## config.mk

```make
export PLATFORM = sky130hd
export DESIGN_NAME = slao_front
export DESIGN_NICKNAME = d
export VERILOG_FILES = /design/src/sv/slao_pkg.sv /design/src/sv/slao_front.sv
export SDC_FILE = /design/constraint.sdc
export NUM_CORES = 1
export LEC_CHECK = 0
export BUFFER_PORTS_ARGS = -buffer_cell sky130_fd_sc_hd__buf_2
export CAP_MARGIN = 20
export CORE_MARGIN = 4
export CORE_UTILIZATION = 55
export CTS_BUF_LIST = sky130_fd_sc_hd__clkbuf_16
export DETAILED_ROUTE_END_ITERATION = 8
export GPL_TIMING_DRIVEN = 0
export HOLD_SLACK_MARGIN = 0.03
export PLACE_DENSITY = 0.89
export SLEW_MARGIN = 0
export SYNTH_ARGS = -nofsm -noshare
export SYNTH_HDL_FRONTEND = slang
export SYNTH_SLANG_ARGS = --single-unit
export TNS_END_PERCENT = 50
```

## constraint.sdc

```tcl
create_clock -name clk -period 9.6 [get_ports clk]
set_input_delay 0.48 -clock clk [delete_from_list [all_inputs] [get_ports clk]]
set_output_delay 0.48 -clock clk [all_outputs]
set_load 0.01 [all_outputs]
```

## src/sv/slao_pkg.sv

```systemverilog
// Shared types, constants and the divider step for the slice axis length core.
`timescale 1ns / 1ps

package slao_pkg;

  // Signed width that holds any resolved index or range without overflow.
  localparam int EXT_W       = 34;
  localparam int SIZE_W      = 31;
  localparam int DIVD_W      = 31;
  localparam int DIVS_W      = 32;
  localparam int QUEUE_DEPTH = 2;

  typedef enum logic [2:0] {
    ST_OK         = 3'd0,
    ST_NOT_IN_SRC = 3'd1,
    ST_START_BIG  = 3'd2,
    ST_END_BIG    = 3'd3,
    ST_ZERO_STEP  = 3'd4,
    ST_EMPTY      = 3'd5
  } status_t;

  // One classified request as it travels from the front to the back.
  typedef struct packed {
    logic              div_en;
    logic              bin;
    logic [DIVD_W-1:0] dividend;
    logic [DIVS_W-1:0] divisor;
    logic [SIZE_W-1:0] size;
    logic [SIZE_W-1:0] start_pos;
    logic [SIZE_W-1:0] end_pos;
    status_t           status;
  } job_t;

  typedef struct packed {
    logic vld;
    job_t job;
  } job_req_t;

  // Partial remainder plus a shared word that shifts dividend bits out and
  // quotient bits in.
  typedef struct packed {
    logic [DIVS_W-1:0] rem;
    logic [DIVD_W-1:0] qd;
    job_t              job;
  } div_stage_t;

  function automatic div_stage_t div_step(input div_stage_t s);
    logic [DIVS_W:0] trial;
    logic [DIVS_W:0] dvs;
    logic            ge;
    div_stage_t      n;
    trial = {s.rem, s.qd[DIVD_W-1]};
    dvs   = {1'b0, s.job.divisor};
    ge    = (trial >= dvs);
    n     = s;
    n.rem = ge ? DIVS_W'(trial - dvs) : trial[DIVS_W-1:0];
    n.qd  = {s.qd[DIVD_W-2:0], ge};
    return n;
  endfunction

endpackage

```

## src/sv/slao_front.sv

```systemverilog
// Front end: takes a request, resolves and checks the indices, and registers the job.
`timescale 1ns / 1ps

module slao_front #(
  parameter int INDEX_BITS = 32
) (
  input  logic                 clk,
  input  logic                 rst_n,
  input  logic                 start,
  output logic                 busy,
  input  logic                 in_pass_through,
  input  logic                 in_in_source,
  input  logic [31:0]          in_start_index,
  input  logic [31:0]          in_end_index,
  input  logic [31:0]          in_step_value,
  input  logic                 in_bin_mode,
  input  logic [30:0]          in_axis_size,
  input  logic                 q_full,
  output slao_pkg::job_req_t   push_req
);

  localparam int EXT_W  = slao_pkg::EXT_W;
  localparam int SIZE_W = slao_pkg::SIZE_W;

  logic signed [INDEX_BITS-1:0] st_n, en_n, sp_n;
  logic signed [EXT_W-1:0]      st_x, en_x, sp_x, sz_x;
  logic signed [EXT_W-1:0]      st_res, en_res, st_c, en_c, mag_x, range_x;
  logic                         start_bad, end_bad, step_zero, range_empty;
  logic                         accept, push;
  slao_pkg::job_t               job;
  logic                         front_vld_r, front_vld_nxt;
  slao_pkg::job_t               front_job_r;

  assign st_n = in_start_index[INDEX_BITS-1:0];
  assign en_n = in_end_index[INDEX_BITS-1:0];
  assign sp_n = in_step_value[INDEX_BITS-1:0];
  assign st_x = EXT_W'(st_n);
  assign en_x = EXT_W'(en_n);
  assign sp_x = EXT_W'(sp_n);
  assign sz_x = $signed({{(EXT_W-SIZE_W){1'b0}}, in_axis_size});

  always_comb begin
    st_res      = st_x[EXT_W-1] ? st_x + sz_x : st_x;
    en_res      = en_x[EXT_W-1] ? en_x + sz_x : en_x;
    st_c        = st_res[EXT_W-1] ? '0 : st_res;
    en_c        = en_res[EXT_W-1] ? '0 : en_res;
    start_bad   = (st_c >= sz_x);
    end_bad     = (en_res >= sz_x);
    mag_x       = sp_x[EXT_W-1] ? -sp_x : sp_x;
    step_zero   = (sp_x == '0);
    // A reversed step measures the range from end up to start.
    range_x     = (!sp_x[EXT_W-1] && !step_zero) ? en_c - st_c + EXT_W'(1)
                                                 : st_c - en_c + EXT_W'(1);
    range_empty = range_x[EXT_W-1] || (range_x == '0);

    job           = '0;
    job.bin       = in_bin_mode;
    job.dividend  = range_x[slao_pkg::DIVD_W-1:0];
    job.divisor   = mag_x[slao_pkg::DIVS_W-1:0];
    job.start_pos = st_c[SIZE_W-1:0];
    job.end_pos   = en_c[SIZE_W-1:0];
    job.status    = slao_pkg::ST_OK;
    priority if (in_pass_through) begin
      job.size      = in_axis_size;
      job.start_pos = '0;
      job.end_pos   = '0;
    end else if (!in_in_source) begin
      job.start_pos = '0;
      job.end_pos   = '0;
      job.status    = slao_pkg::ST_NOT_IN_SRC;
    end else if (start_bad) begin
      job.status = slao_pkg::ST_START_BIG;
    end else if (end_bad) begin
      job.status = slao_pkg::ST_END_BIG;
    end else if (step_zero) begin
      job.status = slao_pkg::ST_ZERO_STEP;
    end else if (range_empty) begin
      job.status = slao_pkg::ST_EMPTY;
    end else begin
      job.div_en = 1'b1;
    end
  end

  assign busy          = front_vld_r & q_full;
  assign accept        = start & ~busy;
  assign push          = front_vld_r & ~q_full;
  assign front_vld_nxt = accept | (front_vld_r & ~push);

  always_ff @(posedge clk) begin
    if (!rst_n) begin
      front_vld_r <= 1'b0;
    end else begin
      front_vld_r <= front_vld_nxt;
    end
  end

  always_ff @(posedge clk) begin
    if (accept) begin
      front_job_r <= job;
    end
  end

  assign push_req.vld = push;
  assign push_req.job = front_job_r;

endmodule

```

# Yosys cells after proc, flatten, opt, wreduce, memory -nomap -nowiden
# Index checks and enable logic that the tools add are counted.
# classes
add_sub_neg	7
n_lt_le_gt_ge	2
n_mux	12
n_bitwise	9
reduce_logical	9
# op_table
op	n
34-bit two-way mux	3
34-bit by 2-bit adder with 34-bit output (second input constant)	2
34-bit zero test	2
33-bit by 33-bit subtractor with 34-bit output	2
32-bit by 32-bit adder with 33-bit output	2
33-bit two-way mux	2
34-bit by 32-bit >= comparator with 1-bit output	1
33-bit by 31-bit >= comparator with 1-bit output	1
32-bit negation	1
31-bit two-way mux	1
3-bit two-way mux	2
5-bit OR reduction	1
1-bit bitwise AND	4
2-bit two-way mux	2
1-bit inverter	4
4-bit OR reduction	1
1-bit zero test	2
1-bit two-way mux	2
2-bit OR reduction	1
1-bit logical AND	1
1-bit logical OR	1
1-bit OR	1
# totals
regBits	162
in_bits	134
output_inout_bits	163
word_cells	51

# Logic depth before layout (Yosys ltp)
# depth
depth_word	13
depth_mapped	31
depth_no_buf	30

# Worst setup path after synthesis
# OpenSTA, ideal clock, no wires.
# synth_path
path_type	input-to-reg
start	input q_full
end	register front_job_r (netlist bit push_req[0]), enable pin
setup_time_ns	0.702
t_arrival_ns	7.764
required_ns	8.898
setup_slack_ns	1.135
path_stages	2
path_buffers	0
cell_sequence	and2_1 -> nor2b_1
# synth_between
elab_chain_cells	3
# synth_rtl
item	line	source
start, declared	slao_front.sv:18	input logic q_full,
1-bit bitwise AND	slao_front.sv:84	assign busy = front_vld_r & q_full;
1-bit inverter	slao_front.sv:85	assign accept = start & ~busy;
1-bit bitwise AND	slao_front.sv:85	
named net accept	slao_front.sv:29	logic accept, push;
end signal, assigned	slao_front.sv:99	front_job_r <= job;
end, declared	slao_front.sv:32	slao_pkg::job_t front_job_r;
# The timed path passes the listed nets, and every way through them passes these cells.
# A chain may end at the register's enable or synchronous reset.

==> flow_results.org <==
** Run status
- Run status :: finished clean

** Timing
- The final-report max-slew violation count came to 0.
- Worst setup skew after layout :: 11.1 ps
- Setup repair after global routing left no endpoint under its margin.
- Final clock period utilization by the worst path :: 91.5%
- Measured against its own limit, the worst slew margin works out to 23.5%.
- Smallest hold slack :: 196 ps
- Setup slack closes at 818 ps.
- Final setup violation count :: 0
- Count of endpoints failing hold in the final timing report :: 0
- Max Fclk :: 114 MHz
- For the finished layout, the period the worst path requires is 8780 ps.
- At the pin with the least slew margin, the transition time is 1150 ps.

** Placed design
- DP HPWL :: 48,700 um
- Placement Setup Slack :: 601 ps
- Input and output buffers added on the ports amount to 294.
- Routability congestion estimate :: 0.993

** Die
- The initialized floorplan defines 64 standard-cell rows.
- Die height :: 186 um
- Starting density of the core :: 56.2%
- Die W :: 186 um
- Number of top-level design ports :: 297
- After floorplanning, the core was sized to cover 30,900 um2.
- Die Area :: 34,500 um2

** Logic synthesis
- After synthesis the netlist holds a flip-flop and latch count of 162.
- Prevailing post-synth register cell :: edfxtp_1
- Synthesis produced 1,983 cells.
- In the synthesized netlist the async set-or-reset flop fraction comes to 0%.
- Syn avg cell area :: 8.76 um2
- Fraction of synthesized area in multiplexers :: 3.59%
- The synthesized netlist devotes 17.5% of its cell area to simple gates.
- The number of nets in the synthesized netlist is 2,356.
- Parity-gate share of the synthesized area counting xor and xnor cells :: 8.32%
- Share of synthesized area occupied by flip-flops and latches :: 27.9%
- Post-Synth Adder-Cell Area :: 17.6%
- Area fraction in compound gates after synthesis :: 19.9%
- Largest family of logic cells by synthesized area :: compound AO/OA/AOI/OAI gates
- Area of the mapped netlist :: 17,400 um2
- The Yosys step of the flow raised 0 warnings.
- Synth cell types :: 82
- The synthesized design contains 161 enable-type register cells.

** Power and ir drop
- Net switching is 45.0% of the power.
- Registers are responsible for 24.0% of the overall power.
- Power per Cell Area :: 192 nW/um2
- Relative contribution of the clock network to total power :: 17.7%
- Total leakage power :: 9.44 nW
- Cell internal power was estimated by the tool at 2.12 mW.
- Per report_power, the combinational group accounts for 58.3% of the total.
- In this run the power spent charging and discharging nets is 1.73 mW.
- The worst-case IR drop observed on VDD is 134 uV.

** Clock tree
- Post-CTS timing repair inserted 0 buffers for setup.
- Clock slew at the register clock pins of the worst setup and hold paths :: 70 ps
- TritonCTS sink count :: 162
- Clock buffers created by TritonCTS :: 17
- Clock latency reported for the late side of the worst-skew pair :: 460 ps
- Number of gates given a new drive strength after cts :: 0
- Max clock buf depth :: 2
- In this run the number of H-tree levels came out at 4.
- The tree is rooted in a clkbuf_16.
- Hold bufs inserted after CTS :: 0
- TritonCTS built the clock tree.

** Route
- Post-DR wirelength/cell :: 21.7 um
- The routed layout has 17,100 vias.
- Wire length on met2 :: 26,000 um
- The detailed router finished its first iteration with 1,750 violations.
- After detailed routing, the total wire length is 58,800 um.
- Amount of wire on met3 after detailed routing :: 6020 um
- The detailed router used layers up to and including met5.
- After detailed routing, the number of vias per cell comes to 6.31.
- For this block, wires on met1 add up to 24,200 um.
- Detailed Routing Iterations Pass 1 :: 6
- The count of nets left with antenna violations once routing finished came out at 0.
- After detailed routing, the number of remaining DRC violations is 0.

** GRT
- Global routing usage summed across all routing layers :: 33.1%
- The number of global-route vias before repair came to 16,500.
- Initial antenna violation count :: 2
- Largest net degree at the start of global routing :: 40
- Summed over all layers, the global routing overflow is 0.
- The first global-routing pass estimated 89,000 um of wire.

** Worst setup path
- Category of cells accounting for the largest share of critical-path delay :: compound AO/OA/AOI/OAI gates
- Data on the critical path is required at its endpoint by 9750 ps.
- In this run the worst path has a maximum fanout of 10.
- Capturing element type of the critical path :: flip-flop
- Startpoint type of the worst setup path :: input port
- Path type of the worst setup path :: input port to flip-flop
- Critical path's largest stage delay :: 640 ps
- STA puts the critical path data arrival time at 8940 ps.
- Max stage delay cell, worst path :: a31oi_1
- Critical path buffers and inverters :: 3

** Layout
- Compared with the post-synthesis result, the final layout area differs by 15.1%.
- Proportion of layout cells with a drive suffix above 1 :: 17.6%
- In the final design database the tool counted 2,673 nets.
- Final cell utilization of the core :: 64.7%

** Job
- Number of maximum-capacitance violations :: 0

** Min path
- The worst hold path belongs to the class input port to flip-flop.
sequential cells by signal (all words and copies together), names as in the netlist:
signal / count
push_req: 161
front_vld_r: 1
final timing paths:
kind,from,to,slack [ps],depth (start not counted)
worst min register to register,front_vld_r,front_vld_r,670,2
worst max-delay path,in_axis_size[0],push_req[160],820,31
worst max register to register,front_vld_r,push_req[5],7480,4
worst min-delay path,in_bin_mode,push_req[159],200,1
synth_stat cells, drive strengths merged (30+ instances only):
| master | n | area share (%) |
|---|---|---|
| a21oi | 138 | 4.0 |
| o21ai | 73 | 2.1 |
| nor3 | 38 | 1.2 |
| edfxtp | 161 | 28 |
| xnor2 | 117 | 5.9 |
| xor2 | 48 | 2.4 |
| inv | 151 | 3.3 |
| mux2i | 41 | 2.4 |
| ha | 235 | 17 |
| nor2 | 203 | 4.4 |
| nand2b | 30 | 1.1 |
| nand2 | 136 | 2.9 |
| a31oi | 34 | 1.2 |
| clkbuf | 53 | 1.1 |
| or2 | 35 | 1.3 |
| a21o | 79 | 3.4 |
layer usage:
layer,vias up,track usage [%]
li1,7870,-
met1,8053,44.5
met2,1009,52.0
met3,162,6.92
met4,4,14.0
met5,-,0
final cells by class:
class / instances / area, um2
Timing Repair Buffer: 298 / 1550
Clock inverter: 15 / 134
Multi-Input combinational cell: 1599 / 11600
Buffer: 71 / 329
Fill cell: 2619 / 10900
Tap cell: 396 / 495
Clock buffer: 17 / 425
Antenna cell: 1 / 2.50
Sequential cell: 162 / 4850
Inverter: 151 / 567
cell families (layout without fill, tap and decap cells):
family,Yosys count,count (layout)
other cells,0,1
flops,162,162
compound gates,515,515
mux,60,60
xor+xnor,165,165
fa+ha+maj,243,243
simple gates,616,616
buf+inv,222,552
metrics by stage:
| stage | power [mW] | cell area (um2) | std cells | TNS [ps] |
|---|---|---|---|---|
| floorplan | 2.48 | 17400 | 1983 | 0 |
| global placement | 3.06 | 19300 | 2673 | -238810 |
| detailed placement | 3.10 | 19400 | 2677 | 0 |
| CTS | 3.78 | 20000 | 2709 | 0 |
| global route | 4.07 | 20000 | 2709 | 0 |
| finish | 3.85 | 20000 | 2710 | 0 |
power groups by stage:
stage	Combinational [mW]	Clock (mW)	Sequential (mW)
after global placement	2.11	0	0.953
after CTS	2.18	0.682	0.926
after global routing	2.43	0.713	0.933
after floorplan	1.48	0	1.00
final	2.24	0.681	0.925
after detailed placement	2.16	0	0.941
cells in the final DEF, fill, tap and decap left out, types with 17 or more instances in the layout:
cell,n
nand2_1,136
inv_1,151
o21bai_1,17
nor3_1,36
o21a_1,19
xnor2_1,117
o21ai_0,72
edfxtp_1,161
nand2b_1,30
a21o_1,79
nand4_1,26
nor2b_1,25
o31ai_1,18
or2_2,35
a31oi_1,34
nand3_1,21
mux2_2,19
mux2i_1,41
buf_2,297
a21oi_1,138
xor2_1,48
clkbuf_16,17
and2_1,22
clkbuf_1,53
ha_1,235
nor2_1,203
No activity file was read; power rests on OpenSTA's default activity.
