File: config.mk
export PLATFORM = sky130hd
export DESIGN_NAME = slao_queue
export DESIGN_NICKNAME = d
export VERILOG_FILES = /design/src/sv/slao_pkg.sv /design/src/sv/slao_queue.sv
export SDC_FILE = /design/constraint.sdc
export NUM_CORES = 1
export LEC_CHECK = 0
export ABC_CLOCK_PERIOD_IN_PS = 18750
export BUFFER_PORTS_ARGS = -buffer_cell sky130_fd_sc_hd__buf_4
export CAP_MARGIN = 25
export CORE_ASPECT_RATIO = 0.75
export CORE_UTILIZATION = 55
export CTS_BUF_LIST = sky130_fd_sc_hd__clkbuf_8
export CTS_CLUSTER_SIZE = 40
export DETAILED_ROUTE_END_ITERATION = 10
export PLACE_DENSITY = 0.83
export SYNTH_ARGS = -nofsm -noshare
export SYNTH_HDL_FRONTEND = slang
export SYNTH_SLANG_ARGS = --single-unit
File: constraint.sdc
create_clock -name clk -period 18.75 [get_ports clk]
set_clock_uncertainty 0.15 [all_clocks]
set_input_delay 2.8125 -clock clk [delete_from_list [all_inputs] [get_ports clk]]
set_output_delay 2.8125 -clock clk [all_outputs]
set_load 0.005 [all_outputs]
File: src/sv/slao_pkg.sv
// Shared types, constants and the divider step for the slice axis length core.
`timescale 1ns / 1ps

package slao_pkg;

  // Signed width that holds any resolved index or range without overflow.
  localparam int EXT_W       = 34;
  localparam int SIZE_W      = 31;
  localparam int DIVD_W      = 31;
  localparam int DIVS_W      = 32;
  localparam int QUEUE_DEPTH = 2;

  typedef enum logic [2:0] {
    ST_OK         = 3'd0,
    ST_NOT_IN_SRC = 3'd1,
    ST_START_BIG  = 3'd2,
    ST_END_BIG    = 3'd3,
    ST_ZERO_STEP  = 3'd4,
    ST_EMPTY      = 3'd5
  } status_t;

  // One classified request as it travels from the front to the back.
  typedef struct packed {
    logic              div_en;
    logic              bin;
    logic [DIVD_W-1:0] dividend;
    logic [DIVS_W-1:0] divisor;
    logic [SIZE_W-1:0] size;
    logic [SIZE_W-1:0] start_pos;
    logic [SIZE_W-1:0] end_pos;
    status_t           status;
  } job_t;

  typedef struct packed {
    logic vld;
    job_t job;
  } job_req_t;

  // Partial remainder plus a shared word that shifts dividend bits out and
  // quotient bits in.
  typedef struct packed {
    logic [DIVS_W-1:0] rem;
    logic [DIVD_W-1:0] qd;
    job_t              job;
  } div_stage_t;

  function automatic div_stage_t div_step(input div_stage_t s);
    logic [DIVS_W:0] trial;
    logic [DIVS_W:0] dvs;
    logic            ge;
    div_stage_t      n;
    trial = {s.rem, s.qd[DIVD_W-1]};
    dvs   = {1'b0, s.job.divisor};
    ge    = (trial >= dvs);
    n     = s;
    n.rem = ge ? DIVS_W'(trial - dvs) : trial[DIVS_W-1:0];
    n.qd  = {s.qd[DIVD_W-2:0], ge};
    return n;
  endfunction

endpackage

File: src/sv/slao_queue.sv
// Short job queue between the front end and the divider.
`timescale 1ns / 1ps

module slao_queue (
  input  logic               clk,
  input  logic               rst_n,
  input  slao_pkg::job_req_t push_req,
  output logic               full,
  output slao_pkg::job_req_t pop_req
);

  localparam int DEPTH = slao_pkg::QUEUE_DEPTH;
  localparam int PTR_W = (DEPTH > 1) ? $clog2(DEPTH) : 1;
  localparam int CNT_W = $clog2(DEPTH + 1);

  slao_pkg::job_t   mem_r [DEPTH];
  logic [PTR_W-1:0] wr_ptr_r, wr_ptr_nxt, rd_ptr_r, rd_ptr_nxt;
  logic [CNT_W-1:0] count_r, count_nxt;
  logic             push, pop;

  assign full = (count_r == CNT_W'(DEPTH));
  assign push = push_req.vld & ~full;
  // The divider never stalls, so the head leaves as soon as it is there.
  assign pop  = (count_r != '0);

  always_comb begin
    wr_ptr_nxt = wr_ptr_r;
    rd_ptr_nxt = rd_ptr_r;
    if (push) begin
      wr_ptr_nxt = (wr_ptr_r == PTR_W'(DEPTH - 1)) ? '0 : wr_ptr_r + PTR_W'(1);
    end
    if (pop) begin
      rd_ptr_nxt = (rd_ptr_r == PTR_W'(DEPTH - 1)) ? '0 : rd_ptr_r + PTR_W'(1);
    end
    count_nxt = count_r + CNT_W'(push) - CNT_W'(pop);
  end

  always_ff @(posedge clk) begin
    if (!rst_n) begin
      wr_ptr_r <= '0;
      rd_ptr_r <= '0;
      count_r  <= '0;
    end else begin
      wr_ptr_r <= wr_ptr_nxt;
      rd_ptr_r <= rd_ptr_nxt;
      count_r  <= count_nxt;
    end
  end

  always_ff @(posedge clk) begin
    if (push) begin
      mem_r[wr_ptr_r] <= push_req.job;
    end
  end

  assign pop_req.vld = pop;
  assign pop_req.job = mem_r[rd_ptr_r];

endmodule

== Word-level counts from Yosys, hierarchy flattened ==
Memory sizes are Yosys's and may differ from the RTL's. A register that Yosys moved wholly into a read port is not among the register bits.
Cells that the tools add are included.
Word-level totals
  register bits: 4
  RAM bits: 322
  bits of input ports: 164
  output and inout bits: 163
  logic and storage cells: 18
  memories: 1
Cells by class
  add/sub/neg operators: 4
  eq/ne operators: 1
  muxes and demuxes: 6
  bitwise gates (word level): 2
  reduce and logical (&&, ||, !) cells: 1
Memories
  mem_r: depth 2, bits a word 161, read ports 1, clocked after memory_dff 1, write ports 1, RTL line slao_queue.sv:16  | slao_pkg::job_t mem_r [DEPTH];
Operators by type and width (number)
  two-way mux 1 bit: 6
  adder 1 bit (second input constant): 2
  adder 2 x 1 -> 2 bit: 1
  == test 2 bit (second input constant): 1
  nonzero test 2 bit: 1
  subtractor 2 x 1 -> 2 bit: 1
  bitwise AND 1 bit: 1
  inverter 1 bit: 1

== Logic depth before layout (Yosys ltp) ==
Gate-level depths: netlist (run 1).
  depth after elaboration: 5
  depth in mapped cells: 4

== Worst setup path after synthesis (run 1) ==
OpenSTA, ideal clock, no wires.
  path kind: input port to flip-flop
  start point: input port push_req[161] (netlist name)
  end point: memory mem_r[0][0] (netlist name), enable pin
  setup time: 0.683 ns
  arrival time: 9.567 ns
  setup slack: 8.350 ns
  cell stages on the path: 2
  cell sequence: nand2_1 -> nor2_1
Between the ends
  word-level cells in the longest chain between the ends: 3
Ends and longest elaborated chain
  start, declared: RTL line slao_queue.sv:7  | input slao_pkg::job_req_t push_req,
  bitwise AND 1 bit: RTL line slao_queue.sv:22  | assign push = push_req.vld & ~full;
  two-way mux 1 bit: RTL line slao_queue.sv:51  | if (push) begin
  two-way mux 1 bit (implied by the code): RTL line slao_queue.sv:52  | mem_r[wr_ptr_r] <= push_req.job;
  end, declared: RTL line slao_queue.sv:16
No other way between the ends.

==> results of run 1 <==
==> per-stage QoR <==
| stage | instances | hold slack (ps) |
|---|---|---|
| after floorplan | 522 | 305 |
| after CTS | 1210 | 362 |
| after global routing | 1212 | 379 |
| after detailed placement | 1123 | 350 |
| final | 1212 | 367 |
| after global placement | 1123 | 338 |
==> synthesized netlist by cell type (all sizes together) <==
cell type	instances
o21a	1
buf	19
or3	1
edfxtp	322
dfxtp	5
nand2b	2
and3	4
nand2	3
mux2	161
mux2i	1
nor2	1
inv	1
or2	1
==> worst reg2reg max path: cells and delay by family (launching register included) <==
family | cells | cell delay, ps
buf+inv | 1 | 850
flops | 1 | 340
simple gates | 3 | 650
==> power by group through the flow <==
stage                     registers (mW)  clock network (mW)  logic, mW
final                              0.864               0.527      0.171
after global routing               0.867               0.572      0.181
after floorplan                    0.881                   0     0.0790
after global placement             0.876                   0      0.165
after CTS                          0.864               0.542      0.172
after detailed placement           0.879                   0      0.172
==> state kept, by name (all words and copies together), names as in the netlist, named ones only <==
name / cells
mem_r: 322
count_r: 2
rd_ptr_r: 1
wr_ptr_r: 1
==> layout make-up <==
cell class | instances | area share (%)
clock buffer | 49 | 4.26
clock inverter | 38 | 1.35
inverter | 1 | 0.0237
multi-input combinational | 175 | 14.2
sequential | 327 | 61.8
tap | 288 | 2.28
timing repair buffer | 334 | 16.1
==> worst min-delay path by stage <==
stage / startpoint / to / slack (ps) / cells past startpoint
after CTS: count_r[1] / count_r[1] / 360 / 1
after detailed placement: count_r[1] / count_r[1] / 350 / 1
after global routing: count_r[1] / count_r[1] / 380 / 1
after global placement: count_r[0] / count_r[1] / 340 / 1
after floorplan: wr_ptr_r / wr_ptr_r / 300 / 2
final: count_r[1] / count_r[1] / 370 / 1
==> per-layer routing <==
| layer | wire [µm] | part of all wire [%] | vias to the layer above |
|---|---|---|---|
| met5 | 0 | 0 | - |
| met4 | 478 | 2.0 | 0 |
| met3 | 2190 | 8.9 | 46 |
| met2 | 12200 | 50 | 306 |
| met1 | 9610 | 39 | 3084 |
| li1 | - | - | 2811 |
==> cells by family (layout without fill, tap and decap cells) <==
family | count (synthesis) | count (layout) | share of synthesized area (%)
flip-flops | 327 | 327 | 80.3
multiplexers | 162 | 162 | 17.8
buffers and inverters | 20 | 422 | 1.40
AND/OR/NAND/NOR | 12 | 12 | 0.534
AO/OA/AOI/OAI | 1 | 1 | 0.0617
==> flow_metrics.env, run 1 <==
export IMPL_outcome="completed"
export IMPL_multi_input_area_um2=2250
export IMPL_leakage_nw=6.18
export IMPL_nets=1052
export IMPL_antenna_found_initial=0
export IMPL_hold_class="reg2reg"
export IMPL_switching_power_uw=337
export IMPL_final_util_pct=73.9
export IMPL_peakVddDrop_v=0.0000685
export IMPL_seqPwrFrac_pct=55.3
export IMPL_grt_max_degree=79
export IMPL_clkSlewWorstSetupHoldPaths_ps=60
export IMPL_via_per_inst=5.15
export IMPL_cp_buffers_inverters=3
export IMPL_drtPass1Iterations=4
export IMPL_ios=327
export IMPL_io_buffers=326
export IMPL_layout_min_cycle_time_ps=5410
export IMPL_cp_max_fo=47
export IMPL_grt_busiest_layer="met2"
export IMPL_critical_path_max_stage_delay_ps=640
export IMPL_grtUsageTotal_pct=20.7
export IMPL_critPathTopFamily="buffers and inverters"
export IMPL_rows=46
export IMPL_die_y_um=131
export IMPL_syn_area_um2=12200
export IMPL_clock_path_buffers=3
export IMPL_critPathCaptureType="output pin"
export IMPL_intPower_mw=1.22
export IMPL_fin_area_um2=15800
export IMPL_cp_required_ps=15790
export IMPL_drtIter0Drc=356
export IMPL_cts_setup_buffers=0
export IMPL_die_area_um2=22700
export IMPL_tightest_slew_ps=1040
export IMPL_cp_num_cells=4
export IMPL_ys_seq_area_share_pct=80.3
export IMPL_drc=0
export IMPL_ant_nets=0
export IMPL_r2r_end="mem_r[0][106]"
export IMPL_r2r_slack_ps=16290
export IMPL_fin_total_pwr_mw=1.56
export IMPL_die_x_um=174
export IMPL_routed_wl_um=24500
export IMPL_cts_resized=0
export IMPL_syn2layout_area_growth_pct=30.0
export IMPL_numCtsBuffers=49
export IMPL_slowest_stage="dfxtp_4"
export IMPL_synth_avg_cell_area_um2=23.3
export IMPL_wl_per_cell_um=20.2
export IMPL_fin_crit_sh_pct=28.9
export IMPL_start_util_pct=56.9
export IMPL_yosysUniqueCellTypes=16
export IMPL_cts_tree="yes"
export IMPL_critPathKind="reg2out"
export IMPL_grt_pass1_wl_um=35400
export IMPL_ys_warn_count=0
export IMPL_grt_use_met2_pct=35.4
export IMPL_vias=6247
export IMPL_arrival_ps=2450
export IMPL_pwr_share_comb_pct=11.0
export IMPL_hpwlAfterDp_um=16600
export IMPL_relSlewSlack_pct=30.4
export IMPL_layout_drive_gt1_share_pct=60.6
export IMPL_post_place_ws_ps=13580
export IMPL_grt_use_met3_pct=7.09
export IMPL_cts_hold_fix_buffers=0
export IMPL_overflow=0
export IMPL_crit_end="pop_req[148]"
export IMPL_crit_chain="buf_4, buf_16, mux2_2, buf_4"
export IMPL_maxCapViolCount=0
export IMPL_slew_violations=0
export IMPL_ys_ff_latch=327
export IMPL_r2r_start="count_r[0]"
export IMPL_setup_ws_ps=13340
export IMPL_nFillCells=1275
export IMPL_p_per_area_nw_per_um2=98.7
export IMPL_final_cell_mix="332 x buf_4, 322 x edfxtp_1, 90 x mux2_4"
export IMPL_reg2reg_depth=4
export IMPL_clock_latency_ps=510
export IMPL_swShare_pct=21.6
export IMPL_p_clk_share_pct=33.7
export IMPL_clockRootBuffer="clkbuf_8"
export IMPL_met1_usage_pct=25.3
export IMPL_gp_congestion=0.824
export IMPL_yosysTopAreaCell="edfxtp_1"
export IMPL_crit_path_frequent_cell="buf_4"
export IMPL_cts_max_level=2
export IMPL_syn_num_nets=686
export IMPL_rsz0062_at_grt="no"
export IMPL_dpl_cell_area_um2=14900
export IMPL_syn_inst=522
export IMPL_grt_pass1_vias=6544
export IMPL_final_common_cell="buf_4"
export IMPL_setup_viol=0
export IMPL_synthTopCellsByArea="edfxtp_1 79%, mux2_4 11%, mux2_2 6.6%, buf_6 1.0%, dfxtp_1 0.82%"
export IMPL_seqCellArea_um2=9770
export IMPL_synth_top_area_share_pct=79.4
export IMPL_final_setup_tns_ps=0
export IMPL_start_kind="flip-flop"
export IMPL_core_area_um2=21400
export IMPL_cts_sinks=327
export IMPL_n_antenna_cell=0
export IMPL_clock_fmax_mhz=185
export IMPL_hold_viol=0
Power figures use the tool's default switching activity.
==> run 2, diff against run 1 <==
--- a/config.mk
+++ b/config.mk
@@ -5,15 +5,16 @@
 export SDC_FILE = /design/constraint.sdc
 export NUM_CORES = 1
 export LEC_CHECK = 0
-export ABC_CLOCK_PERIOD_IN_PS = 18750
+export ABC_AREA = 1
+export ABC_CLOCK_PERIOD_IN_PS = 5400
 export BUFFER_PORTS_ARGS = -buffer_cell sky130_fd_sc_hd__buf_4
 export CAP_MARGIN = 25
 export CORE_ASPECT_RATIO = 0.75
-export CORE_UTILIZATION = 55
+export CORE_UTILIZATION = 54
 export CTS_BUF_LIST = sky130_fd_sc_hd__clkbuf_8
 export CTS_CLUSTER_SIZE = 40
 export DETAILED_ROUTE_END_ITERATION = 10
-export PLACE_DENSITY = 0.83
+export PLACE_DENSITY = 0.82
 export SYNTH_ARGS = -nofsm -noshare
 export SYNTH_HDL_FRONTEND = slang
 export SYNTH_SLANG_ARGS = --single-unit
==> constraint.sdc (replaced) <==
create_clock -name clk -period 5.4 [get_ports clk]
set_clock_uncertainty 0.15 [all_clocks]
set_input_delay 0.81 -clock clk [delete_from_list [all_inputs] [get_ports clk]]
set_output_delay 0.81 -clock clk [all_outputs]
set_load 0.005 [all_outputs]
==> run 2 against run 1 <==
Register-to-register slack got worse by 13000 ps. Largest power group unchanged. Non-clock buffer count rose by 2. Sequential power rose to 3.4 times the previous value. Final area up 0.21%. Utilization is 2.2 points lower. Critical endpoint is now pop_req[42]. Critical path depth is 1 lower. First-iteration DRC count is 7.3% higher. Area after synthesis is essentially flat. Synthesized cell count increased by 0.96%.
==> flow_metrics.env, run 2 <==
export IMPL_grt_pass1_wl_um=35100
export IMPL_ant_nets=0
export IMPL_crit_chain="buf_12, mux2_2, buf_4"
export IMPL_vias=6140
export IMPL_n_antenna_cell=0
export IMPL_hold_viol=0
export IMPL_clock_path_buffers=3
export IMPL_syn_inst=527
export IMPL_die_y_um=132
export IMPL_cts_tree="yes"
export IMPL_cts_sinks=327
export IMPL_fin_total_pwr_mw=5.36
export IMPL_yosysUniqueCellTypes=15
export IMPL_leakage_nw=6.23
export IMPL_synth_compound_area_share_pct=0.144
export IMPL_wl_per_cell_um=19.3
export IMPL_core_area_um2=22100
export IMPL_start_kind="flip-flop"
export IMPL_cp_required_ps=4440
export IMPL_cts_max_level=2
export IMPL_rsz0062_at_grt="no"
export IMPL_gp_congestion=0.772
export IMPL_ys_ff_latch=327
export IMPL_yosysTopAreaCell="edfxtp_1"
export IMPL_numCtsBuffers=48
export IMPL_setup_viol=0
export IMPL_syn_num_nets=691
export IMPL_grtUsageTotal_pct=20.1
export IMPL_overflow=0
export IMPL_hold_class="in2reg"
export IMPL_drtPass1Iterations=4
export IMPL_synth_top_family_by_area="multiplexers"
export IMPL_ys_seq_area_share_pct=80.3
export IMPL_rows=47
export IMPL_cts_setup_buffers=0
export IMPL_maxCapViolCount=0
export IMPL_reg_top3="mem_r x322, count_r x2"
export IMPL_largest_register="mem_r"
export IMPL_swShare_pct=21.3
export IMPL_fin_crit_sh_pct=63.3
export IMPL_clkSlewWorstSetupHoldPaths_ps=70
export IMPL_critPathKind="reg2out"
export IMPL_outcome="completed"
export IMPL_synth_commonest_cells="322 x edfxtp_1, 90 x mux2_4, 71 x mux2_2, 11 x buf_6, 7 x buf_2"
export IMPL_synth_most_common_cell="edfxtp_1"
export IMPL_grt_max_degree=107
export IMPL_routed_wl_um=23600
export IMPL_arrival_ps=2460
export IMPL_ys_warn_count=0
export IMPL_syn2layout_area_growth_pct=30.3
export IMPL_slew_violations=0
export IMPL_start_util_pct=55.0
export IMPL_cp_max_fo=76
export IMPL_clock_latency_ps=540
export IMPL_ios=327
export IMPL_cts_resized=0
export IMPL_critPathCaptureType="output pin"
export IMPL_via_per_inst=5.01
export IMPL_layout_drive_gt1_share_pct=59.7
export IMPL_pwr_share_comb_pct=10.8
export IMPL_cts_hold_fix_buffers=0
export IMPL_drtIter0Drc=382
export IMPL_synth_adder_area_share_pct=0
export IMPL_critical_path_max_stage_delay_ps=850
export IMPL_synthTopCellsByArea="edfxtp_1 79%, mux2_4 11%, mux2_2 6.6%, buf_6 1.0%, dfxtp_1 0.82%"
export IMPL_yosys_area_share_simple_pct=0.391
export IMPL_slowest_stage="dfxtp_4"
export IMPL_io_buffers=326
export IMPL_dpl_cell_area_um2=14900
export IMPL_peakVddDrop_v=0.000339
export IMPL_final_cell_mix="332 x buf_4, 322 x edfxtp_1, 90 x mux2_4"
export IMPL_intPower_mw=4.22
export IMPL_final_setup_tns_ps=0
export IMPL_hpwlAfterDp_um=15800
export IMPL_layout_min_cycle_time_ps=3420
export IMPL_muxShareOfSynthArea_pct=17.7
export IMPL_nets=1058
export IMPL_switching_power_mw=1.14
export IMPL_fin_hold_ws_ps=295
export IMPL_yosys_most_used_dff="edfxtp_1"
export IMPL_antenna_found_initial=0
export IMPL_tightest_slew_ps=813
export IMPL_p_per_area_nw_per_um2=338
export IMPL_die_x_um=175
export IMPL_drc=0
export IMPL_relSlewSlack_pct=45.8
export IMPL_syn_area_um2=12200
export IMPL_r2r_slack_ps=3010
export IMPL_clockRootBuffer="clkbuf_8"
export IMPL_grt_pass1_vias=6434
export IMPL_synth_top_area_share_pct=79.4
export IMPL_p_clk_share_pct=33.5
export IMPL_post_synth_xor_area_fraction_pct=0
export IMPL_clock_fmax_mhz=293
export IMPL_die_area_um2=23100
export IMPL_synth_avg_cell_area_um2=23.1
export IMPL_synth_edf_count=322
export IMPL_async_reset_ff_share_pct=0
export IMPL_final_common_cell="buf_4"
export IMPL_largest_reg_flops=322
export IMPL_fin_area_um2=15900
export IMPL_seqPwrFrac_pct=55.6
## run 2: cell types whose count changed after synthesis, sizes merged, moves of 2 or more
| cell | previous run | this run |
|---|---|---|
| and3 | 4 | 0 |
| inv | 1 | 5 |
| nand2b | 2 | 0 |
| nor2 | 1 | 6 |
## run 2: layer usage
metal / share of wire, % / wire length [µm] / track usage [%] / vias up
met2: 47 / 11200 / 32.1 / 292
met4: 2.0 / 469 / 6.33 / 0
met3: 10 / 2450 / 7.79 / 40
met5: 0 / 0 / 0 / -
met1: 40 / 9540 / 25.6 / 2982
li1: - / - / - / 2826
## run 2: logic make-up (layout without fill, tap and decap cells)
| family | Yosys count | after routing |
|---|---|---|
| compound gates | 3 | 3 |
| flops | 327 | 327 |
| mux | 161 | 161 |
| simple gates | 12 | 12 |
| buf+inv | 24 | 429 |
## run 2: cell type report
type | instances | area, µm²
clock buffer | 52 | 716
clock inverter | 36 | 169
fill | 1330 | 6260
inverter | 5 | 23.8
multi-input combinational | 176 | 2220
sequential | 327 | 9770
tap | 294 | 368
timing repair buffer | 336 | 2580
## run 2: per-stage QoR
| stage | util [%] | setup WS [ps] | instances |
|---|---|---|---|
| after floorplan | - | 713 | 527 |
| after global placement | 67.5 | 2420 | 1136 |
| after detailed placement | 67.6 | 2450 | 1137 |
| after CTS | 71.6 | 1900 | 1225 |
| after global routing | 71.7 | 1830 | 1226 |
| final | 71.7 | 1980 | 1226 |
## run 2: path summary, 6_finish.rpt
kind	from	to	depth (start not counted)
max	flip-flop	pop_req[42]	3
min	push_req[16]	mem_r[0][16]	1
max reg2reg	count_r[0]	mem_r[1][78]	6
min reg2reg	count_r[1]	count_r[1]	2
## run 2: critical path: cells and delay by family (launching register included)
family / cells / cell delay, ps
buffers and inverters: 2 / 580
flip-flops: 1 / 850
multiplexers: 1 / 400
## run 2: power by group through the flow
stage	Clock, mW	Sequential [mW]	Combinational (mW)
2_1_floorplan	0	3.03	0.267
3_5_place_dp	0	3.04	0.583
3_3_place_gp	0	3.03	0.571
6_report	1.80	2.98	0.581
5_1_grt	1.94	2.99	0.620
4_1_cts	1.85	2.98	0.586
